## src/hw/rtl/pcd_pkg.sv

```systemverilog
// ---------------------------------------------------------------------------
// pcd_pkg: page cache directory shared definitions
// Opcodes, status codes, the entry record, the cell command and the
// sequencer states used by the directory's cells, top level and checker.
// ---------------------------------------------------------------------------
package pcd_pkg;

	localparam int STREAM_W = 8;
	localparam int PAGE_W   = 40;
	localparam int HANDLE_W = 16;
	localparam int TMARK_W  = 48;
	localparam int MASK_W   = 32;
	localparam int STATUS_W = 2;
	localparam int OP_W     = 4;
	localparam int CAP_W    = 7;
	localparam int OCC_OUT_W = 7;

	localparam int MAX_ENTRIES_DEF  = 64;
	localparam int SECTORS_PER_PAGE = 32;

	localparam logic [CAP_W-1:0] CAP_RESET = CAP_W'(64);

	// sector bits kept for a stored page
	localparam logic [MASK_W-1:0] MASK_LIMIT = (SECTORS_PER_PAGE >= MASK_W) ?
		{MASK_W{1'b1}} : MASK_W'((64'd1 << SECTORS_PER_PAGE) - 64'd1);

	localparam logic [OP_W-1:0] OP_LOOKUP      = OP_W'(0);
	localparam logic [OP_W-1:0] OP_EXISTS      = OP_W'(1);
	localparam logic [OP_W-1:0] OP_INS_CLEAN   = OP_W'(2);
	localparam logic [OP_W-1:0] OP_INS_DIRTY   = OP_W'(3);
	localparam logic [OP_W-1:0] OP_UPDATE      = OP_W'(4);
	localparam logic [OP_W-1:0] OP_MARK_WB     = OP_W'(5);
	localparam logic [OP_W-1:0] OP_REMOVE      = OP_W'(6);
	localparam logic [OP_W-1:0] OP_EVICT_LRU   = OP_W'(7);
	localparam logic [OP_W-1:0] OP_EVICT_DIRTY = OP_W'(8);

	localparam logic [STATUS_W-1:0] ST_EMPTY = STATUS_W'(0);
	localparam logic [STATUS_W-1:0] ST_CLEAN = STATUS_W'(1);
	localparam logic [STATUS_W-1:0] ST_DIRTY = STATUS_W'(2);
	localparam logic [STATUS_W-1:0] ST_WB    = STATUS_W'(3);

	typedef struct packed {
		logic [STREAM_W-1:0] stream;
		logic [PAGE_W-1:0]   page;
		logic [HANDLE_W-1:0] handle;
		logic [TMARK_W-1:0]  tmark;
		logic [MASK_W-1:0]   mask;
		logic [STATUS_W-1:0] status;
	} entry_t;

	typedef enum logic [1:0] {
		CMD_HOLD,
		CMD_LEFT,
		CMD_RIGHT,
		CMD_WB
	} cell_cmd_t;

	typedef enum logic [1:0] {
		S_IDLE,
		S_MATCH,
		S_SEL,
		S_APPLY
	} state_t;

endpackage

```

## src/hw/rtl/pcd_cell.sv

```systemverilog
// ---------------------------------------------------------------------------
// pcd_cell: one slot of the recency chain
// Holds one entry; compares it against the request key and shifts toward
// either neighbor or marks itself for writeback on command.
// ---------------------------------------------------------------------------
module pcd_cell (
	input  logic                         clk,
	input  logic                         arst_n,
	input  logic                         match_en,
	input  logic [pcd_pkg::STREAM_W-1:0] key_stream,
	input  logic [pcd_pkg::PAGE_W-1:0]   key_page,
	input  pcd_pkg::cell_cmd_t           cmd,
	input  logic                         left_valid,
	input  pcd_pkg::entry_t              left_entry,
	input  logic                         right_valid,
	input  pcd_pkg::entry_t              right_entry,
	output logic                         valid,
	output pcd_pkg::entry_t              entry,
	output logic                         match,
	output logic                         dirty
);

	logic            valid_q;
	pcd_pkg::entry_t entry_q;
	logic            match_q;
	logic            dirty_q;

	// valid bit follows the shift direction
	always_ff @(posedge clk or negedge arst_n) begin
		if (!arst_n) begin
			valid_q <= 1'b0;
		end else begin
			unique case (cmd)
				pcd_pkg::CMD_LEFT:  valid_q <= left_valid;
				pcd_pkg::CMD_RIGHT: valid_q <= right_valid;
				default:            valid_q <= valid_q;
			endcase
		end
	end

	// payload shifts or takes the writeback status
	always_ff @(posedge clk) begin
		unique case (cmd)
			pcd_pkg::CMD_LEFT:  entry_q <= left_entry;
			pcd_pkg::CMD_RIGHT: entry_q <= right_entry;
			pcd_pkg::CMD_WB:    entry_q.status <= pcd_pkg::ST_WB;
			default:            entry_q <= entry_q;
		endcase
	end

	// capture key compare and dirty flag
	always_ff @(posedge clk or negedge arst_n) begin
		if (!arst_n) begin
			match_q <= 1'b0;
			dirty_q <= 1'b0;
		end else if (match_en) begin
			match_q <= valid_q && entry_q.stream == key_stream && entry_q.page == key_page;
			dirty_q <= valid_q && entry_q.status == pcd_pkg::ST_DIRTY;
		end
	end

	assign valid = valid_q;
	assign entry = entry_q;
	assign match = match_q;
	assign dirty = dirty_q;

endmodule

```

## config.mk

```make
export PLATFORM = sky130hd
export DESIGN_NAME = pcd_cell
export DESIGN_NICKNAME = d
export VERILOG_FILES = /design/src/hw/rtl/pcd_pkg.sv /design/src/hw/rtl/pcd_cell.sv
export SDC_FILE = /design/constraint.sdc
export NUM_CORES = 1
export LEC_CHECK = 0
export BUFFER_PORTS_ARGS = -buffer_cell sky130_fd_sc_hd__buf_4
export CAP_MARGIN = 20
export CELL_PAD_IN_SITES_DETAIL_PLACEMENT = 1
export CELL_PAD_IN_SITES_GLOBAL_PLACEMENT = 1
export CORE_AREA = 5 5 189 191
export CTS_CLUSTER_SIZE = 16
export DETAILED_ROUTE_END_ITERATION = 16
export DIE_AREA = 0 0 194 196
export GPL_TIMING_DRIVEN = 0
export PLACE_DENSITY_LB_ADDON = 0.1
export SLEW_MARGIN = 10
export SYNTH_ARGS = -nofsm -noshare
export SYNTH_HDL_FRONTEND = slang
export SYNTH_SLANG_ARGS = --single-unit
```

## constraint.sdc

```tcl
create_clock -name clk -period 2.72 [get_ports clk]
set_input_delay 0.136 -clock clk [delete_from_list [all_inputs] [get_ports clk]]
set_output_delay 0.136 -clock clk [all_outputs]
set_load 0.03 [all_outputs]
```

==> results of run 1 <==
synth_stat cells (all sizes together), types with 3 or more instances:
| library cell | number | area share (%) |
|---|---|---|
| edfxtp | 146 | 64 |
| mux2 | 144 | 24 |
| xnor2 | 25 | 3.2 |
| xor2 | 17 | 2.2 |
| buf | 16 | 1.6 |
| inv | 11 | 0.60 |
| nand4 | 6 | 0.55 |
| nor4 | 6 | 0.64 |
| dfrtp | 3 | 1.1 |
| ha | 3 | 0.55 |
kinds of logic after synthesis:
kind of cell,Yosys count,share of synthesized area (%)
DFF,149,64.8
muxes,145,23.7
xor gates and xnor gates,42,5.35
buffers and inverters,28,2.26
and+or+nand+nor,21,1.87
AOI/OAI and AO/OA,12,1.40
adders and majority gates,3,0.546
through the flow:
stage	setup TNS [ps]	std cells	setup slack, ps	instance area [sq um]	hold WS [ps]
2_1_floorplan	0	400	160	6880	-160
3_3_place_gp	-161740	1350	-1130	11200	-68.3
3_5_place_dp	0	1352	577	11200	-64.4
==> out/results.txt, run 1 <==
Most instantiated flip-flop cell in the synthesis netlist: sky130_fd_sc_hd__edfxtp_1. In this run, post-CTS hold repair placed 279 buffers. For this run, asynchronously set or reset flops after synthesis account for 2.01%. During synthesis, Yosys emitted a total of 0 warnings. The number of gates resized after CTS was 0. The wire-length estimate of the detail-placed layout is 24400 microns. The cell row count was 68. The chip width is 194 microns.

In this run the tool buffered the top-level ports with 495 buffer cells. Counting distinct cell types in the post-synthesis netlist gives 29. The synthesized instance count is 400, and the routability congestion estimate is 0.823.

For this design the top-level I/O count stands at 496. The average instance area after synthesis is 17.2 sq um. The die span in y is 196 microns. Summing every instance area after synthesis gives 6880 sq um. Buffers added to address setup during post-CTS repair amount to 0.

The share of the Yosys chip area taken by registers is 64.8%. The maximum number of buffers from clock root to sink was 2. The root cell of the clock tree was sky130_fd_sc_hd__clkbuf_16.

The tool reported: "[ERROR RSZ-0060] Max buffer count reached". The number of nets in the synthesized netlist is 750. The clock drives 149 sinks. The H-tree generated during clock tree synthesis spans 4 levels.

The flow did not finish. The run ended at clock tree synthesis. Flip-flop and latch count after synthesis: 149. The initial cell density of the core is 20.3%, and the count of flip-flops with a built-in enable after synthesis is 146. Counting the buffers created by CTS gives 17.
==> inputs of run 2 (changes only) <==
Settings changed: CELL_PAD_IN_SITES_DETAIL_PLACEMENT 1 to not set, CELL_PAD_IN_SITES_GLOBAL_PLACEMENT 1 to not set, CORE_AREA 5 5 189 191 to 5 5 188 190, CTS_CLUSTER_SIZE 16 to not set, DIE_AREA 0 0 194 196 to 0 0 193 195, PLACE_DENSITY_LB_ADDON 0.1 to 0.15.
==> out/results.txt, run 2 <==
The unique cell type count in the Yosys netlist was 29. The global-route congestion overflow total is 0, and the total routing resource utilization after global routing is 15.3%. Setup violations remaining at the end of the flow were counted as 0. Gates resized during post-CTS repair numbered 0. After the flow finishes, the layout carries non-filler instances totaling 1653. The tools report the launch instance of the worst register-to-register path as entry[137]$_DFFE_PP_. For the cell row count, the log shows 67. The clock slew at the register clock pins of the worst setup and hold paths was 60 ps; the sequential fraction of the synthesis area was 64.8%. The tools report the I/O pin count as 496. The time the final worst path needs with I/O delays and setup is 2140 ps.

Once the clock tree was built, the setup fixing pass inserted 0 buffers. The flow ran to the end, and the final reports show no timing, DRC or antenna violations. The library cell used most frequently in the layout, excluding fill and tap cells, is sky130_fd_sc_hd__buf_4. Once routing completed, OpenROAD measured the worst setup slack at 583 ps.

For hold timing, the worst endpoint is entry[82]$_DFFE_PP_. The run gives 7296 as the number of global-route vias before repair. After layout, the design draws a total of 7.94 mW.

The tools report the number of max-slew violations in the final report as 0. The tools report the initial cell density of the core as 20.7%. For the half-perimeter wire length after placement, the log shows 22700 microns. The most common cell in the netlist is sky130_fd_sc_hd__edfxtp_1. In the layout the commonest cells are sky130_fd_sc_hd__buf_4, sky130_fd_sc_hd__dlygate4sd3_1, sky130_fd_sc_hd__edfxtp_1. The flip-flop count of the largest register after layout works out to 146.

Share of the core filled with cells in the final layout: 43.7%. In this run the number of H-tree levels came out at 4. Setup repair after global routing left no endpoint under its margin.

The area added between synthesis and finish is 111%. The run gives 0 as the count of endpoints failing hold in the final timing report. The first global-routing pass estimated 42400 microns of wire. The leakage power figure is 6.16 nW. The worst slew margin relative to its limit is 49.5%. Counting along the longest clock path gives a buffer depth of 2. In this run the worst hold path is classified as in2reg.

The critical path is of the in2reg type. The worst-path maximum fanout is 10, and the DRC violations left is 0. For the pin with the worst max-slew slack, the measured transition is 750 ps.

The most used flip-flop cell after synthesis is sky130_fd_sc_hd__edfxtp_1. The number of fill cells was 3146; the worst setup slack before clock tree synthesis was 580 ps. Nature of the critical path startpoint: an input pin.

Sorting the synthesized cells by area gives the leading types as sky130_fd_sc_hd__edfxtp_1, sky130_fd_sc_hd__mux2_2, sky130_fd_sc_hd__xnor2_1. During placement, the flow inserted port buffers numbering 495. Measured along the x axis, the die boundary spans 193 microns. For the area taken by flip-flops and latches, the log shows 4460 sq um.

Adding up every negative setup slack in the final design gives 0 ps. The final antenna-violating net count came out at 0. Number of antenna violations at the first check in global routing: 3. Of all cell types, the one taking the most synthesized area is sky130_fd_sc_hd__edfxtp_1.

The detailed router finished its first iteration with 134 violations. The area share of the largest cell type after synthesis was 63.8%; the maximum VDD drop was 364 uV. The average instance area after synthesis was 17.2 sq um.

In the final routed layout, each cell accounts on average for 18.4 microns. The start point of the worst min-delay path is right_entry[82]. The flip-flop and latch count after synthesis was 149. The synthesized net count is 750.

The routed layout has 6548 vias. The root cell of the clock tree is sky130_fd_sc_hd__clkbuf_16. The run gives 17 as the number of CTS-inserted buffers. For the worst setup path, the data arrival time is 2310 ps. The critical path endpoint category was a register.

The logs give 6880 sq um for the post-synthesis instance area and 149 for the total clock sinks. Across the run, the number of max-cap violations was 0. For this run, the number of Yosys warnings is 0. The die covers 37600 sq um. In the final layout, the share of cells above drive strength 1 is 56.9%. Using the TritonRoute via totals, the vias-per-cell ratio works out to 3.96. Derived from the worst setup path, the maximum achievable clock frequency is 468 MHz.

The async set or reset register ratio after synthesis was 2.01%. The number of placed instances, taps included came out at 1345. Counting instances, the worst hold path has a depth of 2. The die is 195 microns tall. Entering global routing, the biggest net connects 59 pins. The area of combinational cells with multiple inputs is 2270 sq um, and the worst reg-to-reg setup slack is 820 ps. The number of cells traversed by the worst register-to-register path was 4; the core area was 33300 sq um. The tools report the clock skew as 7.50 ps. TritonCTS built the clock tree.

For the routability congestion estimate, the log shows 0.721. STA puts the critical path data required time at 2890 ps. At the end of the flow, the number of nets in the layout was 1540. The tools report the routed wire length as 30300 microns. The count of flip-flops with a built-in enable after synthesis is 146, and the post-route fraction of the period consumed by the critical path is 78.6%. In this run the critical register-to-register path is captured at match$_DFFE_PN0P_. Counting instances in the post-synthesis netlist gives the leading cell types as sky130_fd_sc_hd__edfxtp_1, sky130_fd_sc_hd__mux2_2, sky130_fd_sc_hd__xnor2_1. The clock reaches the later pin of the worst-skew pair after 430 ps. The pre-antenna-repair detailed-routing pass consisted of 4 iterations. The total power per unit cell area was 546 nW/um^2. Synthesis handed over a netlist of 400 instances.
==> run 2: worst max-delay path, cell delays in order <==
cell and delay, ps:
sky130_fd_sc_hd__buf_4 110, sky130_fd_sc_hd__inv_1 110, sky130_fd_sc_hd__ha_1 160, sky130_fd_sc_hd__clkbuf_1 200
sky130_fd_sc_hd__buf_2 350, sky130_fd_sc_hd__buf_4 310, sky130_fd_sc_hd__mux2_2 360, sky130_fd_sc_hd__dlygate4sd3_1 550
==> run 2: repair_timing <==
item,4_1_cts,5_1_grt
endpoints found under the setup margin,0,0
endpoints found under the hold margin,144,0
hold buffers,274,0
==> run 2: area by class of cell <==
type,count,area share [%]
Antenna cell,2,0.0344
Buffer,17,0.783
Clock buffer,18,2.95
Clock inverter,14,0.938
Inverter,11,0.284
Multi-Input combinational cell,223,15.7
Sequential cell,149,30.7
Tap cell,448,3.86
Timing Repair Buffer,771,44.8
==> run 2: worst max-delay path by stage <==
stage / from / end / cells past startpoint
final: cmd[0] / entry[99]$_DFFE_PP_ / 8
after global routing: cmd[0] / entry[98]$_DFFE_PP_ / 8
after CTS: cmd[0] / entry[100]$_DFFE_PP_ / 8
after detailed placement: cmd[0] / entry[103]$_DFFE_PP_ / 7
after global placement: cmd[0] / entry[46]$_DFFE_PP_ / 3
after floorplan: cmd[0] / entry[100]$_DFFE_PP_ / 2
==> run 2: metal layers <==
layer | up-vias | share of wire (%) | GRT usage [%]
li1 | 3118 | - | -
met1 | 3083 | 34 | 15.0
met2 | 311 | 54 | 29.2
met3 | 34 | 9.9 | 5.66
met4 | 2 | 2.1 | 5.25
met5 | - | 0.043 | 0
==> run 2: cells by family after synthesis <==
group,Yosys count,share of synthesized area [%]
buf+inv,28,2.26
fa+ha+maj,3,0.546
mux,145,23.7
xor+xnor,42,5.35
flops,149,64.8
simple gates,21,1.87
compound gates,12,1.40
==> run 2: metrics by stage <==
step           hold slack [ps]  area (sq um)
2_1_floorplan             -160          6880
3_3_place_gp             -67.1         11200
3_5_place_dp             -66.7         11200
4_1_cts                  0.837         14500
5_1_grt                   1.85         14500
6_report                  33.1         14500
==> run 2: power breakdown <==
| part | switching (mW) | total, mW | internal [mW] |
|---|---|---|---|
| clock | 1.01 | 2.36 | 1.34 |
| combinational | 1.24 | 2.51 | 1.28 |
| sequential | 0.154 | 3.07 | 2.92 |
| total | 2.40 | 7.94 | 5.54 |
(Power assumes the default switching activity.)
